[config.mk]
export PLATFORM = sky130hd
export DESIGN_NAME = key_hex_value_reply_parser_top_flat
export DESIGN_NICKNAME = d
export VERILOG_FILES = /design/src/rtl/khvrp_pkg.sv /design/src/rtl/khvrp_if.sv /design/src/rtl/khvrp_scale.sv /design/src/rtl/key_hex_value_reply_parser_top.sv /design/src/flat_wrapper.sv
export SDC_FILE = /design/constraint.sdc
export NUM_CORES = 2
export LEC_CHECK = 0
export ABC_AREA = 1
export BUFFER_PORTS_ARGS = -buffer_cell sky130_fd_sc_hd__buf_2
export CORE_ASPECT_RATIO = 1.25
export CORE_MARGIN = 4
export CORE_UTILIZATION = 59
export CTS_CLUSTER_DIAMETER = 50
export CTS_CLUSTER_SIZE = 16
export DETAILED_ROUTE_END_ITERATION = 10
export PLACE_DENSITY = 0.75
export SETUP_SLACK_MARGIN = 0.02
export SKIP_LAST_GASP = 1
export SLEW_MARGIN = 40
export SYNTH_ARGS = -nofsm -noshare
export SYNTH_HDL_FRONTEND = slang
export SYNTH_HIERARCHICAL = 1
export SYNTH_SLANG_ARGS = --single-unit
[constraint.sdc]
create_clock -name clk -period 8 [get_ports clk]
set_input_delay 2.4 -clock clk [delete_from_list [all_inputs] [get_ports clk]]
set_output_delay 2.4 -clock clk [all_outputs]
set_load 0.01 [all_outputs]
[src/rtl/khvrp_pkg.sv]
// ----------------------------------------------------------------------------
// khvrp_pkg: shared definitions for the key/hex-value reply parser
// Widths, quantity codes, divisor classes and the beat carried between the
// parser front end and the scaling pipeline.
// ----------------------------------------------------------------------------
`default_nettype none

package khvrp_pkg;

    // Sizing of the parser state.
    localparam int KEY_CHARS    = 8;
    localparam int VALUE_DIGITS = 8;
    localparam int KEY_LEN_W    = $clog2(KEY_CHARS + 1);
    localparam int DIGIT_CNT_W  = $clog2(VALUE_DIGITS + 1);
    localparam int VALUE_W      = 4 * VALUE_DIGITS;

    // Port field widths.
    localparam int CHAR_W   = 8;
    localparam int QTY_W    = 3;
    localparam int RAW_W    = 32;
    localparam int SCALED_W = 40;
    localparam int HDR_W    = 8;

    localparam logic [HDR_W-1:0] HEADER_LENGTH_RESET = 8'd13;

    // Quantity codes; the code is also the row of the key name table.
    localparam int NUM_QTY = 7;
    localparam logic [QTY_W-1:0] Q_UDC = 3'd0;
    localparam logic [QTY_W-1:0] Q_IDC = 3'd1;
    localparam logic [QTY_W-1:0] Q_UL1 = 3'd2;
    localparam logic [QTY_W-1:0] Q_IL1 = 3'd3;
    localparam logic [QTY_W-1:0] Q_PAC = 3'd4;
    localparam logic [QTY_W-1:0] Q_TNF = 3'd5;
    localparam logic [QTY_W-1:0] Q_TKK = 3'd6;

    // Divisor classes of the scaled value.
    localparam logic [1:0] DIV_10  = 2'd0;
    localparam logic [1:0] DIV_100 = 2'd1;
    localparam logic [1:0] DIV_2   = 2'd2;
    localparam logic [1:0] DIV_1   = 2'd3;

    // One parsed result on its way to the scaler.
    typedef struct packed {
        logic             is_end;
        logic [QTY_W-1:0] quantity;
        logic [RAW_W-1:0] raw_value;
    } item_t;

    function automatic logic [1:0] qty_div(input logic [QTY_W-1:0] q);
        logic [1:0] cls;
        case (q)
            Q_UDC, Q_UL1:        cls = DIV_10;
            Q_IDC, Q_IL1, Q_TNF: cls = DIV_100;
            Q_PAC:               cls = DIV_2;
            default:             cls = DIV_1;
        endcase
        return cls;
    endfunction

endpackage

`default_nettype wire

[src/rtl/khvrp_if.sv]
// ----------------------------------------------------------------------------
// khvrp_if: valid/ready channels of the reply parser
// The character channel feeds the parser, the result channel carries its
// measurement and end-of-payload beats.
// ----------------------------------------------------------------------------
`default_nettype none

interface khvrp_char_if;
    logic                          valid;
    logic                          ready;
    logic [khvrp_pkg::CHAR_W-1:0]  char_byte;
    logic                          first;

    modport source (output valid, output char_byte, output first, input ready);
    modport sink   (input valid, input char_byte, input first, output ready);
endinterface

interface khvrp_result_if;
    logic                            valid;
    logic                            ready;
    logic                            is_end;
    logic [khvrp_pkg::QTY_W-1:0]     quantity;
    logic [khvrp_pkg::RAW_W-1:0]     raw_value;
    logic [khvrp_pkg::SCALED_W-1:0]  scaled_value;

    modport source (output valid, output is_end, output quantity, output raw_value,
                    output scaled_value, input ready);
    modport sink   (input valid, input is_end, input quantity, input raw_value,
                    input scaled_value, output ready);
endinterface

`default_nettype wire

[src/rtl/khvrp_scale.sv]
// ----------------------------------------------------------------------------
// khvrp_scale: fixed-point scaling pipeline
// Two registered stages turn a raw hex value into raw * 256 / divisor,
// truncated, using a reciprocal multiply and a small remainder table.
// ----------------------------------------------------------------------------
`default_nettype none

module khvrp_scale (
    input  logic                   clk,
    input  logic                   rst_n,
    input  logic                   item_valid,
    input  khvrp_pkg::item_t       item,
    output logic                   item_ready,
    khvrp_result_if.source         results
);

    localparam int QUOT_W = 30;
    localparam logic [31:0] MAGIC_DIV5  = 32'hCCCC_CCCD;
    localparam logic [31:0] MAGIC_DIV25 = 32'h51EB_851F;

    typedef logic [6:0] frac10_tab_t [8];
    typedef logic [5:0] frac100_tab_t [32];

    function automatic frac10_tab_t make_frac10();
        frac10_tab_t t;
        for (int i = 0; i < 8; i++)
        begin
            t[i] = 7'((i * 128) / 5);
        end
        return t;
    endfunction

    function automatic frac100_tab_t make_frac100();
        frac100_tab_t t;
        for (int i = 0; i < 32; i++)
        begin
            t[i] = 6'((i * 64) / 25);
        end
        return t;
    endfunction

    // Fraction bits of remainder / 5 and remainder / 25.
    localparam frac10_tab_t  FRAC10  = make_frac10();
    localparam frac100_tab_t FRAC100 = make_frac100();

    logic                            s2_valid_reg;
    logic                            s2_valid_next;
    khvrp_pkg::item_t                s2_item_reg;
    logic [1:0]                      s2_cls_reg;
    logic [QUOT_W-1:0]               s2_quot_reg;
    logic [QUOT_W-1:0]               quot_next;
    logic [63:0]                     product;
    logic [1:0]                      cls_in;
    logic                            s2_ready;

    logic                            o_valid_reg;
    logic                            o_valid_next;
    logic                            o_ready;
    logic                            o_is_end_reg;
    logic [khvrp_pkg::QTY_W-1:0]     o_quantity_reg;
    logic [khvrp_pkg::RAW_W-1:0]     o_raw_reg;
    logic [khvrp_pkg::SCALED_W-1:0]  o_scaled_reg;
    logic [khvrp_pkg::SCALED_W-1:0]  scaled_next;
    logic [31:0]                     quot_wide;
    logic [31:0]                     back_mult;
    logic [31:0]                     remainder;

    assign o_ready    = !o_valid_reg || results.ready;
    assign s2_ready   = !s2_valid_reg || o_ready;
    assign item_ready = s2_ready;

    // Stage 2: quotient by 5 or 25 through a reciprocal multiply.
    assign cls_in  = khvrp_pkg::qty_div(item.quantity);
    assign product = 64'(item.raw_value)
                   * 64'((cls_in == khvrp_pkg::DIV_100) ? MAGIC_DIV25 : MAGIC_DIV5);
    assign quot_next = (cls_in == khvrp_pkg::DIV_100) ? QUOT_W'(product[63:35])
                                                      : product[63:34];

    assign s2_valid_next = s2_ready ? item_valid : s2_valid_reg;

    always_ff @(posedge clk or negedge rst_n)
    begin
        if (!rst_n)
        begin
            s2_valid_reg <= 1'b0;
        end
        else
        begin
            s2_valid_reg <= s2_valid_next;
        end
    end

    always_ff @(posedge clk)
    begin
        if (s2_ready && item_valid)
        begin
            s2_item_reg <= item;
            s2_cls_reg  <= cls_in;
            s2_quot_reg <= quot_next;
        end
    end

    // Output stage: remainder, fraction lookup and result assembly.
    always_comb
    begin
        quot_wide = 32'(s2_quot_reg);
        if (s2_cls_reg == khvrp_pkg::DIV_100)
        begin
            back_mult = (quot_wide << 4) + (quot_wide << 3) + quot_wide;
        end
        else
        begin
            back_mult = (quot_wide << 2) + quot_wide;
        end
        remainder = s2_item_reg.raw_value - back_mult;
        unique case (s2_cls_reg)
            khvrp_pkg::DIV_10:  scaled_next = {3'b0, s2_quot_reg, FRAC10[remainder[2:0]]};
            khvrp_pkg::DIV_100: scaled_next = {4'b0, s2_quot_reg, FRAC100[remainder[4:0]]};
            khvrp_pkg::DIV_2:   scaled_next = {1'b0, s2_item_reg.raw_value, 7'b0};
            khvrp_pkg::DIV_1:   scaled_next = {s2_item_reg.raw_value, 8'b0};
        endcase
    end

    assign o_valid_next = o_ready ? s2_valid_reg : o_valid_reg;

    always_ff @(posedge clk or negedge rst_n)
    begin
        if (!rst_n)
        begin
            o_valid_reg <= 1'b0;
        end
        else
        begin
            o_valid_reg <= o_valid_next;
        end
    end

    always_ff @(posedge clk)
    begin
        if (o_ready && s2_valid_reg)
        begin
            o_is_end_reg   <= s2_item_reg.is_end;
            o_quantity_reg <= s2_item_reg.quantity;
            o_raw_reg      <= s2_item_reg.raw_value;
            o_scaled_reg   <= scaled_next;
        end
    end

    assign results.valid        = o_valid_reg;
    assign results.is_end       = o_is_end_reg;
    assign results.quantity     = o_quantity_reg;
    assign results.raw_value    = o_raw_reg;
    assign results.scaled_value = o_scaled_reg;

endmodule

`default_nettype wire

[src/rtl/key_hex_value_reply_parser_top.sv]
// ----------------------------------------------------------------------------
// key_hex_value_reply_parser_top: device reply parser
// Skips a header, splits the payload into KEY=HEXVALUE; pairs, and emits a
// quantity code, the raw value and a Q32.8 scaled value per known key, plus
// an end beat at the '|' terminator.
// ----------------------------------------------------------------------------
//
//  Channel   | Direction | Fields                                   | Notes
//  ----------+-----------+------------------------------------------+-----------------
//  chars     | sink      | char_byte[7:0], first                    | one char a beat
//  results   | source    | is_end, quantity[2:0], raw_value[31:0],  | 0 or 1 per char
//            |           | scaled_value[39:0]                       |
//  cfg_wr_*  | write     | cfg_wr_data[7:0] -> header_length        | no read-back
//
// One character is accepted every cycle while the result path has room.
// A result is offered from the output register once the character that
// produced it has passed the parse register and the multiply stage of the
// scaler. Backpressure ripples back through the three result registers, so
// chars.ready only drops when all of them are full and results is stalled.
// Reset is asynchronous and active low; it clears the parser state and sets
// header_length to 13.
// ----------------------------------------------------------------------------
`default_nettype none

module key_hex_value_reply_parser_top (
    input  logic                          clk,
    input  logic                          rst_n,
    input  logic                          cfg_wr_en,
    input  logic [khvrp_pkg::HDR_W-1:0]   cfg_wr_data,
    khvrp_char_if.sink                    chars,
    khvrp_result_if.source                results
);

    // Framing characters of the payload.
    localparam logic [7:0] CH_END  = 8'h7C;   // '|'
    localparam logic [7:0] CH_EQ   = 8'h3D;   // '='
    localparam logic [7:0] CH_SEMI = 8'h3B;   // ';'
    localparam logic [7:0] CH_0    = 8'h30;
    localparam logic [7:0] CH_9    = 8'h39;
    localparam logic [7:0] CH_LA   = 8'h61;
    localparam logic [7:0] CH_LF   = 8'h66;
    localparam logic [7:0] CH_UA   = 8'h41;
    localparam logic [7:0] CH_UF   = 8'h46;

    // Only the first three key characters can ever take part in a match;
    // longer keys are rejected through the length count.
    localparam int NAME_LEN = 3;
    localparam logic [23:0] KEY_NAMES [khvrp_pkg::NUM_QTY] =
        '{"UDC", "IDC", "UL1", "IL1", "PAC", "TNF", "TKK"};

    localparam int KLW = khvrp_pkg::KEY_LEN_W;
    localparam int DCW = khvrp_pkg::DIGIT_CNT_W;
    localparam int VW  = khvrp_pkg::VALUE_W;
    localparam logic [VW-1:0] VALUE_SAT = '1;

    // Configuration and parser state.
    logic [khvrp_pkg::HDR_W-1:0]  header_length_reg;
    logic [khvrp_pkg::HDR_W-1:0]  header_count_reg, header_count_next;
    logic                         in_value_reg, in_value_next;
    logic [7:0]                   key_reg [NAME_LEN];
    logic [7:0]                   key_next [NAME_LEN];
    logic [KLW-1:0]               key_len_reg, key_len_next;
    logic                         key_too_long_reg, key_too_long_next;
    logic [VW-1:0]                value_acc_reg, value_acc_next;
    logic [DCW-1:0]               value_digits_reg, value_digits_next;
    logic                         value_stopped_reg, value_stopped_next;
    logic                         payload_done_reg, payload_done_next;

    // Parse result register feeding the scaler.
    logic                         s1_valid_reg, s1_valid_next;
    khvrp_pkg::item_t             s1_item_reg, s1_item_next;
    logic                         s1_ready;
    logic                         scale_ready;

    logic                         accept;
    logic                         emit;
    logic [7:0]                   c;
    logic                         hex_ok;
    logic [3:0]                   hex_val;
    logic                         key_hit;
    logic [khvrp_pkg::QTY_W-1:0]  key_qty;

    assign c        = chars.char_byte;
    assign s1_ready = !s1_valid_reg || scale_ready;
    assign chars.ready = s1_ready;
    assign accept   = chars.valid && s1_ready;

    // Hex digit decode of the incoming character.
    always_comb
    begin
        hex_ok  = 1'b1;
        hex_val = 4'd0;
        if (c >= CH_0 && c <= CH_9)
        begin
            hex_val = 4'(c - CH_0);
        end
        else if (c >= CH_LA && c <= CH_LF)
        begin
            hex_val = 4'(c - CH_LA + 8'd10);
        end
        else if (c >= CH_UA && c <= CH_UF)
        begin
            hex_val = 4'(c - CH_UA + 8'd10);
        end
        else
        begin
            hex_ok = 1'b0;
        end
    end

    // Exact match of the stored key against the name table. The row that
    // hits is the quantity code.
    always_comb
    begin
        key_hit = 1'b0;
        key_qty = khvrp_pkg::Q_UDC;
        for (int i = 0; i < khvrp_pkg::NUM_QTY; i++)
        begin
            if ({key_reg[0], key_reg[1], key_reg[2]} == KEY_NAMES[i])
            begin
                key_hit = 1'b1;
                key_qty = khvrp_pkg::QTY_W'(i);
            end
        end
        if (key_too_long_reg || key_len_reg != KLW'(NAME_LEN))
        begin
            key_hit = 1'b0;
        end
    end

    // Next parser state for one accepted character. A character flagged as
    // first restarts the reply and is then handled as the first character of
    // the new reply. The branches below work on the _next values, which hold
    // the restarted state at that point, so with no header the first
    // character is already parsed as payload. The key match looks at the
    // registers, so it is masked on a restart, where the key is empty.
    always_comb
    begin
        header_count_next  = header_count_reg;
        in_value_next      = in_value_reg;
        key_next           = key_reg;
        key_len_next       = key_len_reg;
        key_too_long_next  = key_too_long_reg;
        value_acc_next     = value_acc_reg;
        value_digits_next  = value_digits_reg;
        value_stopped_next = value_stopped_reg;
        payload_done_next  = payload_done_reg;
        emit               = 1'b0;
        s1_item_next       = s1_item_reg;

        if (accept)
        begin
            if (chars.first)
            begin
                header_count_next  = '0;
                payload_done_next  = 1'b0;
                in_value_next      = 1'b0;
                key_next           = '{default: 8'h00};
                key_len_next       = '0;
                key_too_long_next  = 1'b0;
                value_acc_next     = '0;
                value_digits_next  = '0;
                value_stopped_next = 1'b0;
            end

            if (payload_done_next)
            begin
                // Everything after the terminator is dropped.
            end
            else if (header_count_next < header_length_reg)
            begin
                header_count_next = header_count_next + 8'd1;
            end
            else if (c == CH_END)
            begin
                payload_done_next      = 1'b1;
                emit                   = 1'b1;
                s1_item_next.is_end    = 1'b1;
                s1_item_next.quantity  = khvrp_pkg::Q_UDC;
                s1_item_next.raw_value = '0;
            end
            else if (c == CH_EQ)
            begin
                in_value_next = 1'b1;
            end
            else if (c == CH_SEMI)
            begin
                emit                   = key_hit && !chars.first;
                s1_item_next.is_end    = 1'b0;
                s1_item_next.quantity  = key_qty;
                s1_item_next.raw_value = khvrp_pkg::RAW_W'(value_acc_next);
                in_value_next          = 1'b0;
                key_next               = '{default: 8'h00};
                key_len_next           = '0;
                key_too_long_next      = 1'b0;
                value_acc_next         = '0;
                value_digits_next      = '0;
                value_stopped_next     = 1'b0;
            end
            else if (!in_value_next)
            begin
                if (key_len_next < KLW'(khvrp_pkg::KEY_CHARS))
                begin
                    if (key_len_next < KLW'(NAME_LEN))
                    begin
                        key_next[key_len_next[1:0]] = c;
                    end
                    key_len_next = key_len_next + KLW'(1);
                end
                else
                begin
                    key_too_long_next = 1'b1;
                end
            end
            else if (!value_stopped_next)
            begin
                // Leading zeros are not counted; a significant digit past the
                // limit saturates the value.
                if (!hex_ok)
                begin
                    value_stopped_next = 1'b1;
                end
                else if (value_acc_next == '0 && hex_val == 4'd0)
                begin
                    // A leading zero leaves the value at zero.
                end
                else if (value_digits_next >= DCW'(khvrp_pkg::VALUE_DIGITS))
                begin
                    value_acc_next = VALUE_SAT;
                end
                else
                begin
                    value_acc_next    = {value_acc_next[VW-5:0], hex_val};
                    value_digits_next = value_digits_next + DCW'(1);
                end
            end
        end
    end

    // The parse register accepts a new result whenever it is empty or being
    // drained; a character is only accepted under that same condition.
    assign s1_valid_next = s1_ready ? emit : s1_valid_reg;

    always_ff @(posedge clk or negedge rst_n)
    begin
        if (!rst_n)
        begin
            header_length_reg <= khvrp_pkg::HEADER_LENGTH_RESET;
            header_count_reg  <= '0;
            in_value_reg      <= 1'b0;
            key_reg           <= '{default: 8'h00};
            key_len_reg       <= '0;
            key_too_long_reg  <= 1'b0;
            value_acc_reg     <= '0;
            value_digits_reg  <= '0;
            value_stopped_reg <= 1'b0;
            payload_done_reg  <= 1'b0;
            s1_valid_reg      <= 1'b0;
        end
        else
        begin
            if (cfg_wr_en)
            begin
                header_length_reg <= cfg_wr_data;
            end
            header_count_reg  <= header_count_next;
            in_value_reg      <= in_value_next;
            key_reg           <= key_next;
            key_len_reg       <= key_len_next;
            key_too_long_reg  <= key_too_long_next;
            value_acc_reg     <= value_acc_next;
            value_digits_reg  <= value_digits_next;
            value_stopped_reg <= value_stopped_next;
            payload_done_reg  <= payload_done_next;
            s1_valid_reg      <= s1_valid_next;
        end
    end

    always_ff @(posedge clk)
    begin
        if (emit)
        begin
            s1_item_reg <= s1_item_next;
        end
    end

    // Divides the raw value by the quantity's divisor in Q32.8 and drives
    // the result channel from its output register.
    khvrp_scale u_scale (
        .clk        (clk),
        .rst_n      (rst_n),
        .item_valid (s1_valid_reg),
        .item       (s1_item_reg),
        .item_ready (scale_ready),
        .results    (results)
    );

endmodule

`default_nettype wire

[src/flat_wrapper.sv]
// flat-port wrapper written by rule: the top's interface ports become plain ports
module key_hex_value_reply_parser_top_flat 
  (clk, rst_n, cfg_wr_en, cfg_wr_data, chars_valid, chars_char_byte, chars_first, chars_ready, results_valid, results_is_end, results_quantity, results_raw_value, results_scaled_value, results_ready);
  khvrp_char_if chars_i ();
  khvrp_result_if results_i ();
  input  logic clk;
  input  logic rst_n;
  input  logic cfg_wr_en;
  input  logic [khvrp_pkg::HDR_W-1:0] cfg_wr_data;
  input wire logic [$bits(chars_i.valid)-1:0] chars_valid;
  input wire logic [$bits(chars_i.char_byte)-1:0] chars_char_byte;
  input wire logic [$bits(chars_i.first)-1:0] chars_first;
  output wire logic [$bits(chars_i.ready)-1:0] chars_ready;
  output wire logic [$bits(results_i.valid)-1:0] results_valid;
  output wire logic [$bits(results_i.is_end)-1:0] results_is_end;
  output wire logic [$bits(results_i.quantity)-1:0] results_quantity;
  output wire logic [$bits(results_i.raw_value)-1:0] results_raw_value;
  output wire logic [$bits(results_i.scaled_value)-1:0] results_scaled_value;
  input wire logic [$bits(results_i.ready)-1:0] results_ready;
  assign chars_i.valid = chars_valid;
  assign chars_i.char_byte = chars_char_byte;
  assign chars_i.first = chars_first;
  assign chars_ready = chars_i.ready;
  assign results_valid = results_i.valid;
  assign results_is_end = results_i.is_end;
  assign results_quantity = results_i.quantity;
  assign results_raw_value = results_i.raw_value;
  assign results_scaled_value = results_i.scaled_value;
  assign results_i.ready = results_ready;
  key_hex_value_reply_parser_top u_core (.clk(clk), .rst_n(rst_n), .cfg_wr_en(cfg_wr_en), .cfg_wr_data(cfg_wr_data), .chars(chars_i), .results(results_i));
endmodule
==> impl_metrics.tcl <==
set metrics [dict create \
    status "finished clean" \
    synthAdderAreaFrac_pct 45.45 \
    synth_common_cells "1284 x inv_1, 1073 x nand2_1, 637 x fa_1, 467 x ha_1, 340 x nor2_1" \
    synth_top_family_by_area "adder cells" \
    max-clock-path-buffers 3 \
    cp.arrival_ns 8.00 \
    path_class "reg2reg" \
    crit_slowest_cell "fa_1" \
    die_x_um 243.5 \
    die_area_um2 73650 \
    ys_seq_area_share_pct 18.54 \
    hold_viol 0 \
    yosys.cell_count.top_type "inv_1" \
    async_flop_share_pct 32.58 \
    place_inst 5977 \
    p_leak_nw 24.15 \
    synth_xor_area_share_pct 0.4281 \
    finalCritPeriodShare_pct 95.85 \
    synth_cells 4907 \
    synth_flop_cell "edfxtp_1" \
    cp_common_cell "fa_1" \
    timing.final.ws_setup_ns 0.3316 \
    p_int_mw 2.502 \
    grt_pass1_wl_um 197600 \
    via_per_inst 5.496 \
    synth_mux_area_share_pct 0.02446 \
    stdcell_count 6040 \
    grtUsageTotal_pct 35.64 \
    clock_latency_ns 0.59 \
    synth_edf_count 180 \
    drv_cap 0 \
    netlist_top_cells_area "fa_1 31%, ha_1 14%, edfxtp_1 13%" \
    syn_avg_cell_area_um2 8.338 \
    critPathMaxStageDelay_ns 0.53 \
    cts_tree "built" \
    syn_to_final_growth_pct 8.682 \
    clock_skew_ns 0.03571 \
    place_congestion 1.076 \
    wirelength_um 128500 \
    start_util_pct 59.81 \
    ant_nets 0 \
    portBuffers 99 \
    clk_pin_slew_ns 0.06 \
    core-area_um2 68410 \
    drv_slew 0 \
    worstPathRequired_ns 8.33 \
    critPathCaptureType "flop" \
    setup_tns_ns 0 \
    peakVddDrop_uv 191.0 \
    grt-ovfl-total 0 \
    hold_buffers 0 \
    wl_per_cell_um 21.28 \
    crit_fanout 32 \
    yosysTopAreaCell "fa_1" \
    p_sw_share_pct 27.39 \
    pwr-share-clk_pct 46.0 \
    synth_compound_area_share_pct 4.190 \
    antenna_found_initial 3 \
    worst_pin_slew_ns 0.8098 \
    grt_max_degree 70 \
    synth_cell_types 51 \
    hold_path_class "reg2reg" \
    nFillCells 5801 \
    rsz0062_at_grt "false" \
    yosys.area.top_type_share_pct 31.17 \
    drt_iter0_markers 2792 \
    cts-htree-levels 2 \
    fp.dieH_um 302.4 \
    hpwl_um 107700 \
    seqPwrFrac_pct 44.0 \
    fmax_mhz 130.4 \
    p_switching_mw 0.9440 \
    grt_pass1_vias 35044 \
    synth_fp_nets 6033 \
    setup_viol 0 \
    synth_seq_cells 267 \
    cts-root-buf "clkbuf_16" \
    relSlewSlack_pct 45.95 \
    cts_made_buffers 34 \
    total_power_mw 3.446 \
    post_cts_buffers 0 \
    largest_reg_flops 40 \
    nNetsFinal 6214 \
    rows 107 \
    pin_count 100 \
    power_density_nw_per_um2 77.50 \
    period_minus_slack_ns 7.668 \
    synthSimpleGateAreaFrac_pct 18.38 \
    whs_ns 0.4301 \
    synth_area_um2 40910 \
    pre_cts_slack_ns 0.1879 \
    p_comb_share_pct 10.0 \
    dr.pass1.iters 6 \
    cp-start-kind "flop" \
    clock-sinks 267 \
    ctsResizeCount 0 \
    vias 33197 \
    ys_warn_count 6 \
    drive_gt1_share_pct 8.040 \
    route.detailed.drc 0 \
]
[worst max-delay path: cells and delay by family, from the launching register on]
family                   cells  cell delay, ns
flip-flops                   1            0.41
AND/OR/NAND/NOR             13            1.87
adder cells (fa/ha/maj)      9            4.23
AO/OA/AOI/OAI                1            0.09
buffers and inverters        6            0.79
[layer usage]
layer,track usage (%),vias to the layer above,part of all wire (%),wire length [µm]
met4,27.25,2,10,12890
met1,39.93,15810,35,44970
met5,0,-,0.0086,11
li1,-,15182,-,-
met2,60.43,1631,47,60130
met3,6.921,572,8.2,10510
[through the flow]
stage | util (%) | area, µm²
floorplan | - | 40910
global placement | 63.20 | 43240
detailed placement | 63.21 | 43240
CTS | 64.93 | 44420
global route | 64.99 | 44460
finish | 65.00 | 44470
[power groups by stage]
stage	clock, mW	sequential (mW)	combinational (mW)
6_report	1.59	1.51	0.345
5_1_grt	1.67	1.52	0.388
4_1_cts	1.61	1.51	0.339
3_5_place_dp	0	1.54	0.336
3_3_place_gp	0	1.54	0.330
2_1_floorplan	0	1.54	0.243
[cells in the final DEF (no fill, tap or decap), types with 6 or more instances in the layout]
master and n:
xor2_1 13, or2_2 8, dfrtp_1 84, o21bai_1 7, nand2_2 20, a22oi_1 13
o22ai_1 10, buf_2 98, nor3_1 16, ha_1 467, nand2_1 1072, fa_1 637
xnor2_1 6, nand4_1 51, a31oi_1 6, o21ai_1 8, nand3b_1 10, buf_4 139
nor3_2 7, nor2_2 36, inv_2 19, nand3_1 216, a21oi_1 166, clkbuf_16 35
nor4_1 10, edfxtp_1 180, clkinvlp_4 6, o21ai_0 87, nor2_1 335, inv_1 1281
[area by class of cell]
cell class / instances / area (µm²) / share of cell area, %
Tap cell: 926 / 1159 / 2.606
Clock buffer: 36 / 889.6 / 2.001
Inverter: 1304 / 4897 / 11.01
Sequential cell: 267 / 7586 / 17.06
Antenna cell: 2 / 5.005 / 0.01126
Timing Repair Buffer: 241 / 1583 / 3.559
Clock inverter: 24 / 286.5 / 0.6444
Multi-Input combinational cell: 3240 / 28060 / 63.11
[final timing paths]
kind,from,endpoint,slack [ns],cells past startpoint
max in group asynchronous,rst_n,u_core/header_length_reg[6],5.34,2
hold / removal,u_core/s1_item_reg[35],u_core/u_scale/s2_item_reg[35],0.43,0
min in group asynchronous,rst_n,u_core/key_reg[17],1.74,1
setup / recovery,u_core/s1_item_reg[33],u_core/u_scale/s2_quot_reg[13],0.33,29
setup reg to reg,u_core/s1_item_reg[33],u_core/u_scale/s2_quot_reg[13],0.33,29
hold reg to reg,u_core/s1_item_reg[35],u_core/u_scale/s2_item_reg[35],0.43,0
[kinds of logic (layout without fill, tap and decap cells)]
logic type / Yosys count / count (layout)
AO/OA/AOI/OAI: 317 / 317
XOR/XNOR: 20 / 20
adder cells (fa/ha/maj): 1104 / 1104
buffers and inverters: 1400 / 1605
flip-flops: 267 / 267
multiplexers: 1 / 1
other: 2 / 4
AND/OR/NAND/NOR: 1796 / 1796
(Power assumes the default switching activity.)
